[config.mk]
export PLATFORM = sky130hd
export DESIGN_NAME = property_line_parser_unit
export DESIGN_NICKNAME = d
export VERILOG_FILES = /design/src/hdl/plu_pkg.sv /design/src/hdl/plu_front.sv /design/src/hdl/plu_cmd_fifo.sv /design/src/hdl/plu_back.sv /design/src/hdl/property_line_parser_unit.sv
export SDC_FILE = /design/constraint.sdc
export NUM_CORES = 1
export LEC_CHECK = 0
export BUFFER_PORTS_ARGS = -buffer_cell sky130_fd_sc_hd__buf_2
export CAP_MARGIN = 20
export CORE_ASPECT_RATIO = 0.9
export CORE_UTILIZATION = 42
export CTS_CLUSTER_DIAMETER = 50
export DETAILED_ROUTE_END_ITERATION = 6
export GPL_TIMING_DRIVEN = 0
export PLACE_DENSITY = 0.59
export SLEW_MARGIN = 30
export SYNTH_ARGS = -nofsm -noshare
export SYNTH_HDL_FRONTEND = slang
export SYNTH_HIERARCHICAL = 1
export SYNTH_SLANG_ARGS = --single-unit
[constraint.sdc]
create_clock -name clk -period 9.2 [get_ports clk]
set_input_delay 0 -clock clk [delete_from_list [all_inputs] [get_ports clk]]
set_output_delay 0 -clock clk [all_outputs]
set_load 0.01 [all_outputs]
[src/hdl/plu_pkg.sv]
// plu_pkg: shared constants, types and the command word of the property line parser.
// No dependencies; used by every module under hdl.
`default_nettype none

package plu_pkg;

  // Longest name (exclusive) and value (exclusive) in bytes
  localparam int NAME_MAX   = 32;
  localparam int VALUE_MAX  = 128;

  localparam int NAME_DEPTH  = NAME_MAX - 1;
  localparam int NAME_IDX_W  = (NAME_DEPTH > 1) ? $clog2(NAME_DEPTH) : 1;
  localparam int NAME_LEN_W  = $clog2(NAME_MAX);
  localparam int VALUE_CNT_W = $clog2(VALUE_MAX);

  // Command queue between front and back
  localparam int CMDQ_DEPTH = 4;
  localparam int CMDQ_PTR_W = $clog2(CMDQ_DEPTH);

  typedef logic [7:0] byte_t;

  localparam byte_t CH_HASH = 8'h23;
  localparam byte_t CH_EQ   = 8'h3D;
  localparam byte_t CH_LF   = 8'h0A;
  localparam byte_t CH_CR   = 8'h0D;
  localparam byte_t CH_TAB  = 8'h09;
  localparam byte_t CH_SP   = 8'h20;

  typedef enum logic [1:0] {
    PH_LEAD,
    PH_NAME,
    PH_VALUE,
    PH_SKIP
  } phase_t;

  typedef enum logic [1:0] {
    KIND_NAME  = 2'd0,
    KIND_VALUE = 2'd1,
    KIND_END   = 2'd2
  } kind_t;

  // Work for one input byte. Results come out in this order:
  // held CR value byte, value byte, name flush, end marker.
  typedef struct packed {
    logic                  wr0_en;
    logic [NAME_IDX_W-1:0] wr0_idx;
    byte_t                 wr0_data;
    logic                  wr1_en;
    logic [NAME_IDX_W-1:0] wr1_idx;
    byte_t                 wr1_data;
    logic                  val0_en;
    logic                  val1_en;
    byte_t                 val1_data;
    logic [NAME_LEN_W-1:0] flush_len;
    logic                  end_en;
  } cmd_t;

endpackage

`default_nettype wire

[src/hdl/plu_front.sv]
// plu_front: line state machine; classifies each text byte into a command word.
// Depends on plu_pkg.
`default_nettype none

module plu_front (
  input  logic              clk,
  input  logic              rst,
  input  logic              push,
  input  logic              q_full,
  input  plu_pkg::byte_t    in_byte,
  input  logic              in_last,
  output plu_pkg::cmd_t     cmd,
  output logic              cmd_push
);

  typedef struct packed {
    plu_pkg::phase_t                  phase;
    logic [plu_pkg::NAME_LEN_W-1:0]   name_count;
    logic [plu_pkg::NAME_LEN_W-1:0]   trim_len;
    logic                             overlong;
    logic [plu_pkg::VALUE_CNT_W-1:0]  value_count;
    logic                             cr_pending;
  } lstate_t;

  typedef struct packed {
    lstate_t                          st;
    logic                             wr_en;
    logic [plu_pkg::NAME_IDX_W-1:0]   wr_idx;
    plu_pkg::byte_t                   wr_data;
    logic                             val_en;
    logic                             flush_en;
  } feed_t;

  lstate_t st;
  lstate_t st_next;
  lstate_t s0;
  lstate_t s1;
  feed_t   f0;
  feed_t   f1;
  logic    end_en;
  logic    accept;

  function automatic logic is_blank(input plu_pkg::byte_t c);
    return (c == plu_pkg::CH_SP) || (c == plu_pkg::CH_TAB);
  endfunction

  // One byte through the line state machine
  function automatic feed_t feed(input lstate_t s, input plu_pkg::byte_t c);
    feed_t r;
    logic  add;
    r          = '0;
    r.st       = s;
    r.wr_data  = c;
    add        = 1'b0;
    unique case (s.phase)
      plu_pkg::PH_LEAD: begin
        if (!is_blank(c)) begin
          if ((c == plu_pkg::CH_HASH) || (c == plu_pkg::CH_EQ)) begin
            r.st.phase = plu_pkg::PH_SKIP;
          end else begin
            r.st.phase      = plu_pkg::PH_NAME;
            r.st.name_count = '0;
            r.st.trim_len   = '0;
            r.st.overlong   = 1'b0;
            add             = 1'b1;
          end
        end
      end
      plu_pkg::PH_NAME: begin
        if (c != plu_pkg::CH_EQ) begin
          add = 1'b1;
        end else if (s.overlong || (s.trim_len == '0)) begin
          r.st.phase = plu_pkg::PH_SKIP;
        end else begin
          r.flush_en       = 1'b1;
          r.st.phase       = plu_pkg::PH_VALUE;
          r.st.value_count = '0;
        end
      end
      plu_pkg::PH_VALUE: begin
        if (s.value_count < plu_pkg::VALUE_CNT_W'(plu_pkg::VALUE_MAX - 1)) begin
          r.val_en         = 1'b1;
          r.st.value_count = s.value_count + 1'b1;
        end
      end
      plu_pkg::PH_SKIP: begin
      end
    endcase
    if (add) begin
      if (r.st.name_count < plu_pkg::NAME_LEN_W'(plu_pkg::NAME_DEPTH)) begin
        r.wr_en         = 1'b1;
        r.wr_idx        = r.st.name_count[plu_pkg::NAME_IDX_W-1:0];
        r.st.name_count = r.st.name_count + 1'b1;
        if (!is_blank(c)) begin
          r.st.trim_len = r.st.name_count;
        end
      end else if (!is_blank(c)) begin
        r.st.overlong = 1'b1;
      end
    end
    return r;
  endfunction

  always_comb begin
    s0     = st;
    f0     = '0;
    f1     = '0;
    cmd    = '0;
    end_en = 1'b0;

    // held CR is an ordinary byte unless LF follows
    if (st.cr_pending) begin
      s0.cr_pending = 1'b0;
      if (in_byte != plu_pkg::CH_LF) begin
        f0            = feed(s0, plu_pkg::CH_CR);
        s0            = f0.st;
        cmd.wr0_en    = f0.wr_en;
        cmd.wr0_idx   = f0.wr_idx;
        cmd.wr0_data  = f0.wr_data;
        cmd.val0_en   = f0.val_en;
      end
    end

    s1 = s0;
    if (in_byte == plu_pkg::CH_LF) begin
      if (s1.phase == plu_pkg::PH_VALUE) begin
        end_en = 1'b1;
      end
      s1.phase = plu_pkg::PH_LEAD;
    end else if ((in_byte == plu_pkg::CH_CR) && (s1.phase != plu_pkg::PH_SKIP)) begin
      s1.cr_pending = 1'b1;
    end else begin
      f1            = feed(s1, in_byte);
      s1            = f1.st;
      cmd.wr1_en    = f1.wr_en;
      cmd.wr1_idx   = f1.wr_idx;
      cmd.wr1_data  = f1.wr_data;
      cmd.val1_en   = f1.val_en;
      cmd.val1_data = in_byte;
      if (f1.flush_en) begin
        cmd.flush_len = f1.st.trim_len;
      end
    end

    st_next = s1;
    if (in_last) begin
      if (st_next.phase == plu_pkg::PH_VALUE) begin
        end_en = 1'b1;
      end
      st_next.phase       = plu_pkg::PH_LEAD;
      st_next.name_count  = '0;
      st_next.trim_len    = '0;
      st_next.overlong    = 1'b0;
      st_next.value_count = '0;
      st_next.cr_pending  = 1'b0;
    end
    cmd.end_en = end_en;

    accept   = push && !q_full;
    cmd_push = accept && (cmd.wr0_en || cmd.wr1_en || cmd.val0_en || cmd.val1_en ||
                          (cmd.flush_len != '0) || cmd.end_en);
  end

  always_ff @(posedge clk) begin
    if (rst) begin
      st.phase       <= plu_pkg::PH_LEAD;
      st.name_count  <= '0;
      st.trim_len    <= '0;
      st.overlong    <= 1'b0;
      st.value_count <= '0;
      st.cr_pending  <= 1'b0;
    end else if (accept) begin
      st <= st_next;
    end
  end

endmodule

`default_nettype wire

[src/hdl/plu_cmd_fifo.sv]
// plu_cmd_fifo: short command queue between the front and back parts.
// Depends on plu_pkg (cmd_t, CMDQ_DEPTH).
`default_nettype none

module plu_cmd_fifo (
  input  logic          clk,
  input  logic          rst,
  input  logic          push,
  input  plu_pkg::cmd_t wdata,
  output logic          full,
  input  logic          pop,
  output plu_pkg::cmd_t rdata,
  output logic          empty
);

  plu_pkg::cmd_t                  mem [plu_pkg::CMDQ_DEPTH];
  logic [plu_pkg::CMDQ_PTR_W-1:0] wptr;
  logic [plu_pkg::CMDQ_PTR_W-1:0] rptr;
  logic [plu_pkg::CMDQ_PTR_W:0]   count;

  assign full  = (count == (plu_pkg::CMDQ_PTR_W + 1)'(plu_pkg::CMDQ_DEPTH));
  assign empty = (count == '0);
  assign rdata = mem[rptr];

  always_ff @(posedge clk) begin
    if (push) begin
      mem[wptr] <= wdata;
    end
  end

  always_ff @(posedge clk) begin
    if (rst) begin
      wptr  <= '0;
      rptr  <= '0;
      count <= '0;
    end else begin
      if (push) begin
        wptr <= wptr + 1'b1;
      end
      if (pop) begin
        rptr <= rptr + 1'b1;
      end
      unique case ({push, pop})
        2'b10:   count <= count + 1'b1;
        2'b01:   count <= count - 1'b1;
        default: count <= count;
      endcase
    end
  end

endmodule

`default_nettype wire

[src/hdl/plu_back.sv]
// plu_back: name store and result sequencer; one result per cycle into the output register while the receiver keeps up.
// Depends on plu_pkg.
`default_nettype none

module plu_back (
  input  logic          clk,
  input  logic          rst,
  input  plu_pkg::cmd_t q_head,
  input  logic          q_empty,
  output logic          q_pop,
  input  logic          pop,
  output logic          empty,
  output logic [1:0]    out_kind,
  output logic [7:0]    out_byte,
  output logic          out_last
);

  plu_pkg::byte_t                 name_store [plu_pkg::NAME_DEPTH];

  logic                           cur_valid;
  logic                           cur_val0;
  logic                           cur_val1;
  plu_pkg::byte_t                 cur_val1_data;
  logic [plu_pkg::NAME_LEN_W-1:0] cur_flush_len;
  logic                           cur_end;
  logic [plu_pkg::NAME_LEN_W-1:0] fidx;
  logic [plu_pkg::NAME_LEN_W-1:0] fidx_inc;

  logic                           out_valid;
  plu_pkg::kind_t                 out_kind_r;
  plu_pkg::byte_t                 out_byte_r;
  logic                           out_last_r;

  logic                           flush_left;
  logic                           rem;
  plu_pkg::kind_t                 sel_kind;
  plu_pkg::byte_t                 sel_byte;
  logic                           out_take;
  logic                           advance;
  logic                           done;
  logic                           head_has;

  always_comb begin
    flush_left = (fidx != cur_flush_len);
    fidx_inc   = fidx + 1'b1;
    priority if (cur_val0) begin
      sel_kind = plu_pkg::KIND_VALUE;
      sel_byte = plu_pkg::CH_CR;
      rem      = cur_val1 || flush_left || cur_end;
    end else if (cur_val1) begin
      sel_kind = plu_pkg::KIND_VALUE;
      sel_byte = cur_val1_data;
      rem      = flush_left || cur_end;
    end else if (flush_left) begin
      sel_kind = plu_pkg::KIND_NAME;
      sel_byte = name_store[fidx[plu_pkg::NAME_IDX_W-1:0]];
      rem      = (fidx_inc != cur_flush_len) || cur_end;
    end else begin
      sel_kind = plu_pkg::KIND_END;
      sel_byte = '0;
      rem      = 1'b0;
    end
    out_take = !out_valid || pop;
    advance  = cur_valid && out_take;
    done     = advance && !rem;
    q_pop    = !q_empty && (!cur_valid || done);
    head_has = q_head.val0_en || q_head.val1_en || (q_head.flush_len != '0) ||
               q_head.end_en;
  end

  // name bytes land when their command is loaded, ahead of any flush that reads them
  always_ff @(posedge clk) begin
    if (q_pop) begin
      if (q_head.wr0_en) begin
        name_store[q_head.wr0_idx] <= q_head.wr0_data;
      end
      if (q_head.wr1_en) begin
        name_store[q_head.wr1_idx] <= q_head.wr1_data;
      end
    end
  end

  always_ff @(posedge clk) begin
    if (rst) begin
      cur_valid <= 1'b0;
      out_valid <= 1'b0;
    end else begin
      if (q_pop) begin
        cur_valid <= head_has;
      end else if (done) begin
        cur_valid <= 1'b0;
      end
      if (advance) begin
        out_valid <= 1'b1;
      end else if (pop) begin
        out_valid <= 1'b0;
      end
    end
  end

  always_ff @(posedge clk) begin
    if (q_pop) begin
      cur_val0      <= q_head.val0_en;
      cur_val1      <= q_head.val1_en;
      cur_val1_data <= q_head.val1_data;
      cur_flush_len <= q_head.flush_len;
      cur_end       <= q_head.end_en;
      fidx          <= '0;
    end else if (advance) begin
      priority if (cur_val0) begin
        cur_val0 <= 1'b0;
      end else if (cur_val1) begin
        cur_val1 <= 1'b0;
      end else if (flush_left) begin
        fidx <= fidx_inc;
      end else begin
        cur_end <= 1'b0;
      end
    end
    if (advance) begin
      out_kind_r <= sel_kind;
      out_byte_r <= sel_byte;
      out_last_r <= !rem;
    end
  end

  assign empty    = !out_valid;
  assign out_kind = out_kind_r;
  assign out_byte = out_byte_r;
  assign out_last = out_last_r;

  // a live command always has something left to emit
  a_cur_pending: assert property (@(posedge clk) disable iff (rst)
    cur_valid |-> (cur_val0 || cur_val1 || flush_left || cur_end))
    else $error("back holds a command with nothing left");

  // a name flush never shares a byte with value output
  a_flush_excl: assert property (@(posedge clk) disable iff (rst)
    q_pop |-> !((q_head.flush_len != '0) && (q_head.val0_en || q_head.val1_en)))
    else $error("flush mixed with value bytes");

  // flush reads stay inside the name store
  a_flush_range: assert property (@(posedge clk) disable iff (rst)
    (advance && !cur_val0 && !cur_val1 && flush_left) |->
      (fidx < plu_pkg::NAME_LEN_W'(plu_pkg::NAME_DEPTH)))
    else $error("flush index beyond name store");

endmodule

`default_nettype wire

[src/hdl/property_line_parser_unit.sv]
// property_line_parser_unit: top level of the property line parser.
// Depends on plu_pkg, plu_front, plu_cmd_fifo, plu_back.
//
// Usage:
//  Input queue side: drive in_byte/in_last and raise push; a transfer happens
//  on a rising edge with push high and full low. in_last marks the final byte
//  of a text and closes any open line.
//  Result queue side: while empty is low, out_kind/out_byte/out_last show the
//  oldest result (name byte, value byte or end of property marker); a transfer
//  happens on a rising edge with pop high and empty low. out_last flags the
//  final result caused by one input byte.
//  Results pass the command queue, the back part's current-command register and
//  the output register after the transfer of the byte that causes them. The back
//  part emits one result per cycle while the receiver keeps up; '=' releases every
//  buffered name byte (up to 31), and a held CR or a closing end marker adds one more result.
//  The 4-entry command queue absorbs these bursts; full rises once it fills.
//  Reset (rst, synchronous) empties the queue and output register and returns
//  the line state to leading whitespace. The name store is not cleared.
//  When the receiver stalls, the output register holds its result, the back
//  part stops, and the queue fills until full stops input transfers.
`default_nettype none

module property_line_parser_unit (
  input  logic       clk,
  input  logic       rst,
  input  logic       push,
  output logic       full,
  input  logic [7:0] in_byte,
  input  logic       in_last,
  output logic       empty,
  input  logic       pop,
  output logic [1:0] out_kind,
  output logic [7:0] out_byte,
  output logic       out_last
);

  // command word from the classifier into the queue
  plu_pkg::cmd_t cmd_in;
  plu_pkg::cmd_t cmd_head;
  logic          cmd_push;
  logic          cmd_pop;
  logic          q_full;
  logic          q_empty;

  // front: line state, whitespace/comment/name handling
  plu_front u_front (
    .clk      (clk),
    .rst      (rst),
    .push     (push),
    .q_full   (q_full),
    .in_byte  (in_byte),
    .in_last  (in_last),
    .cmd      (cmd_in),
    .cmd_push (cmd_push)
  );

  // decoupling queue; its full flag is the input backpressure
  plu_cmd_fifo u_cmdq (
    .clk   (clk),
    .rst   (rst),
    .push  (cmd_push),
    .wdata (cmd_in),
    .full  (q_full),
    .pop   (cmd_pop),
    .rdata (cmd_head),
    .empty (q_empty)
  );

  // back: name buffer and result sequencing
  plu_back u_back (
    .clk      (clk),
    .rst      (rst),
    .q_head   (cmd_head),
    .q_empty  (q_empty),
    .q_pop    (cmd_pop),
    .pop      (pop),
    .empty    (empty),
    .out_kind (out_kind),
    .out_byte (out_byte),
    .out_last (out_last)
  );

  assign full = q_full;

endmodule

`default_nettype wire

==> results.py <==
metrics = {
    "clock_network": {
        "clk-insertion-delay-late_ps": 620,
        "clock_path_buffers": 3,
        "numCtsBuffers": 60,
        "post_cts.repair.setup_buffers": 0,
        "tritoncts": "yes",
        "clkSinkCount": 493,
        "htreeDepth": 2,
        "path_clk_slew_ps": 60,
        "root_buffer": "clkbuf_16",
    },
    "logic_synthesis": {
        "ys_types": 94,
        "yosys_most_used_dff": "edfxtp_1",
        "synth_top_area_frac": 0.546,
        "synthArstFlopShare": 0,
        "synth.cell_area_um2": 24800,
        "yosys_warnings": 6,
        "synthTopCellsByCount": "edfxtp_1 (451), mux2_2 (186), nor2_1 (119)",
        "synth.avg_cell_area_um2": 15.1,
        "synth_edf_count": 451,
        "synth.most_common_cell": "edfxtp_1",
        "yosys.area.top_type": "edfxtp_1",
        "synth_area_leaders": "edfxtp_1 (55%), mux4_2 (10%), mux2_2 (8.4%), mux2_4 (3.9%), dfxtp_1 (3.4%)",
        "yosysSeqAreaShare": 0.580,
        "synthCells": 1641,
        "synth_seq_cells": 493,
    },
    "power_and_ir_drop": {
        "p_clk_frac": 0.291,
        "p_leak_nw": 9.23,
        "p_int_mw": 5.28,
        "worst_ir_drop_vdd_mv": 0.143,
        "p_per_area_nw_per_um2": 281,
        "switchingPower_mw": 2.63,
        "seqPwrFrac": 0.372,
        "p_total_mw": 7.91,
        "p_comb_frac": 0.337,
        "p_sw_frac": 0.333,
    },
    "placement": {
        "dp_hpwl_mm": 48.0,
        "globalplace.congestion": 0.889,
        "placed_cell_area_um2": 26100,
        "io_buffers": 24,
        "dp_slack_ps": 3790,
        "dp_cells": 2448,
    },
    "critical_path": {
        "cp-end-kind": "flip-flop",
        "cp.arrival_ps": 6010,
        "regToRegSetupSlack_ps": 3740,
        "rr_worst_depth": 19,
        "path_cells": "or2_2 > clkbuf_1 > and2_1 > ha_1 > clkbuf_1 > nand3_1 > mux2i_1 > o22ai_2 > o41ai_4 > a21oi_2 > nor4_1 > a41oi_1 > inv_1 > ha_1 > inv_1 > fa_1 > xor2_1 > or3_1 > a21oi_1",
        "start_kind": "flip-flop",
        "timing.rr.end": "u_cmdq/count[2]",
        "startpoint": "u_front/st[19]",
        "critical_path_buf_inv_count": 4,
        "path_depth": 19,
        "crit_path_max_incr_delay_ps": 650,
        "cpMaxStageDelayCell": "o41ai_4",
        "required_ps": 9750,
        "critical_path.endpoint": "u_cmdq/count[2]",
        "critPathMaxFanout": 8,
        "r2r-start": "u_front/st[19]",
        "path_class": "flip-flop to flip-flop",
        "cp_top_family": "compound AO/OA/AOI/OAI gates",
    },
    "timing": {
        "setup_violations": 0,
        "slew-limit-headroom": 0.285,
        "fin_skew_ps": 24.2,
        "rsz0062_at_grt": "no",
        "setup_ws_ps": 3740,
        "hold_viol": 0,
        "min_period_over_period": 0.594,
        "maxSlewViolCount": 0,
        "period_needed_ps": 5460,
        "fmax_mhz": 183,
        "finalSetupTns_ps": 0,
        "worstMarginPinSlew_ps": 1070,
    },
    "floorplanning": {
        "dieArea_um2": 60000,
        "pin_count": 26,
        "start_util": 0.425,
        "chipWidth_um": 258,
        "fp.coreArea_um2": 58300,
        "row_count": 84,
        "die_y_um": 232,
    },
    "global_routing": {
        "grt_usage": 0.231,
        "grt_max_degree": 40,
        "grt_overflow": 0,
        "grt_pass1_wl_mm": 101,
        "grt_antenna_before_repair": 2,
        "grt_pass1_vias": 15000,
    },
    "route": {
        "wl_mm": 68.7,
        "drc": 0,
        "ant_nets": 0,
        "first_pass_iters": 5,
        "wl_per_cell_um": 26.7,
        "vias_per_cell": 5.88,
        "num_vias": 15100,
        "drtIter0Drc": 1613,
    },
    "layout": {
        "area_delta_synth_final_pct": 13.7,
        "drive_gt1_frac": 0.339,
        "fin_nets": 1775,
        "stdcell_area_um2": 28200,
        "fin_cells": 2576,
        "fill_cells": 5033,
    },
    "hold_path": {
        "min_path_type": "primary input to flip-flop",
    },
    "status": {
        "outcome": "completed",
    },
    "flow_run": {
        "cap_viol_max_count": 0,
    },
}
metrics by stage:
step,hold slack [ps],util
CTS,200,0.483
global placement,323,0.444
detailed placement,326,0.447
global route,256,0.483
finish,224,0.483
floorplan,69.1,-
power groups by stage:
stage / registers, mW / logic [mW] / clock network, mW
detailed placement: 2.99 / 2.62 / 0
finish: 2.94 / 2.67 / 2.30
global route: 2.96 / 2.82 / 2.43
floorplan: 2.98 / 1.77 / 0
global placement: 2.99 / 2.56 / 0
CTS: 2.94 / 2.64 / 2.34
final cells by class:
| type | count | area (µm²) | area share |
|---|---|---|---|
| Tap cell | 774 | 968 | 0.0344 |
| Antenna cell | 2 | 5.00 | 0.000178 |
| Multi-Input combinational cell | 987 | 9690 | 0.344 |
| Timing Repair Buffer | 44 | 384 | 0.0136 |
| Inverter | 27 | 101 | 0.00360 |
| Buffer | 138 | 706 | 0.0250 |
| Clock buffer | 67 | 1550 | 0.0550 |
| Sequential cell | 493 | 14400 | 0.510 |
| Clock inverter | 44 | 389 | 0.0138 |
worst register-to-register path, stage by stage (launching register included):
cell and delay, ps:
dfxtp_1 470, or2_2 160, clkbuf_1 320, and2_1 190, ha_1 130, clkbuf_1 300, nand3_1 140, mux2i_1 480
o22ai_2 270, o41ai_4 650, a21oi_2 220, nor4_1 320, a41oi_1 370, inv_1 150, ha_1 190, inv_1 60
fa_1 370, xor2_1 160, or3_1 310, a21oi_1 140
repair_timing:
item                      in CTS  in global routing
hold buffers                  15                  0
gates resized for setup        0                  0
hold endpoints to repair      57                  0
cells in the final DEF (no fill, tap or decap), types with 9 or more instances in the layout:
master / synthesis / routed
a21oi_1: 65 / 61
dlygate4sd3_1: 0 / 15
nor3_1: 19 / 19
nor2_1: 119 / 108
ha_1: 10 / 10
and2_1: 13 / 9
nand3_2: 14 / 14
nor2_2: 4 / 15
and3_1: 10 / 10
clkinv_2: 0 / 13
clkbuf_1: 88 / 93
mux2i_1: 25 / 25
nand2_1: 71 / 71
mux2_4: 64 / 64
dfxtp_1: 42 / 42
nand3_1: 16 / 16
clkinv_1: 0 / 10
mux2_2: 186 / 186
clkbuf_16: 0 / 61
xor2_1: 12 / 12
buf_2: 18 / 43
a22oi_1: 16 / 16
edfxtp_1: 451 / 451
o21ai_0: 40 / 40
mux4_2: 111 / 111
buf_4: 17 / 17
inv_1: 26 / 26
xnor2_1: 13 / 13
how the worst min path moves through the flow:
stage	startpoint	end	slack (ps)	cells after the start
4_1_cts	rst	u_back/out_valid	200	3
5_1_grt	rst	u_front/st[5]	260	3
6_report	rst	u_back/out_valid	220	3
3_5_place_dp	rst	u_back/out_valid	330	2
2_1_floorplan	rst	u_back/cur_valid	70	1
3_3_place_gp	rst	u_back/cur_valid	320	2
registers in the layout, summed over array words and instances, names as in the netlist, 2 cells and up, named ones only:
register / flops
u_front/st: 21
u_cmdq/wptr: 2
u_back/out_kind: 2
u_cmdq/rptr: 2
u_cmdq/count: 3
u_back/fidx: 5
u_back/name_store: 248
u_cmdq/mem: 176
u_back/out_byte: 8
u_back/cur_flush_len: 5
u_back/cur_val1_data: 8
cell families (layout without fill, tap and decap cells):
logic type,after synthesis,after routing,share of synthesized area
multiplexers,390,390,0.238
buffers and inverters,165,320,0.0325
adder cells (fa/ha/maj),11,11,0.00585
AND/OR/NAND/NOR,356,356,0.0791
flip-flops,493,493,0.580
AO/OA/AOI/OAI,199,199,0.0544
other,1,7,0.000151
XOR/XNOR,26,26,0.00949
routing by layer:
metal	share of wire	global-route usage
met1	0.45	0.340
met2	0.45	0.352
met5	0	0
met3	0.075	0.0428
met4	0.022	0.0612
(Power assumes the default switching activity.)
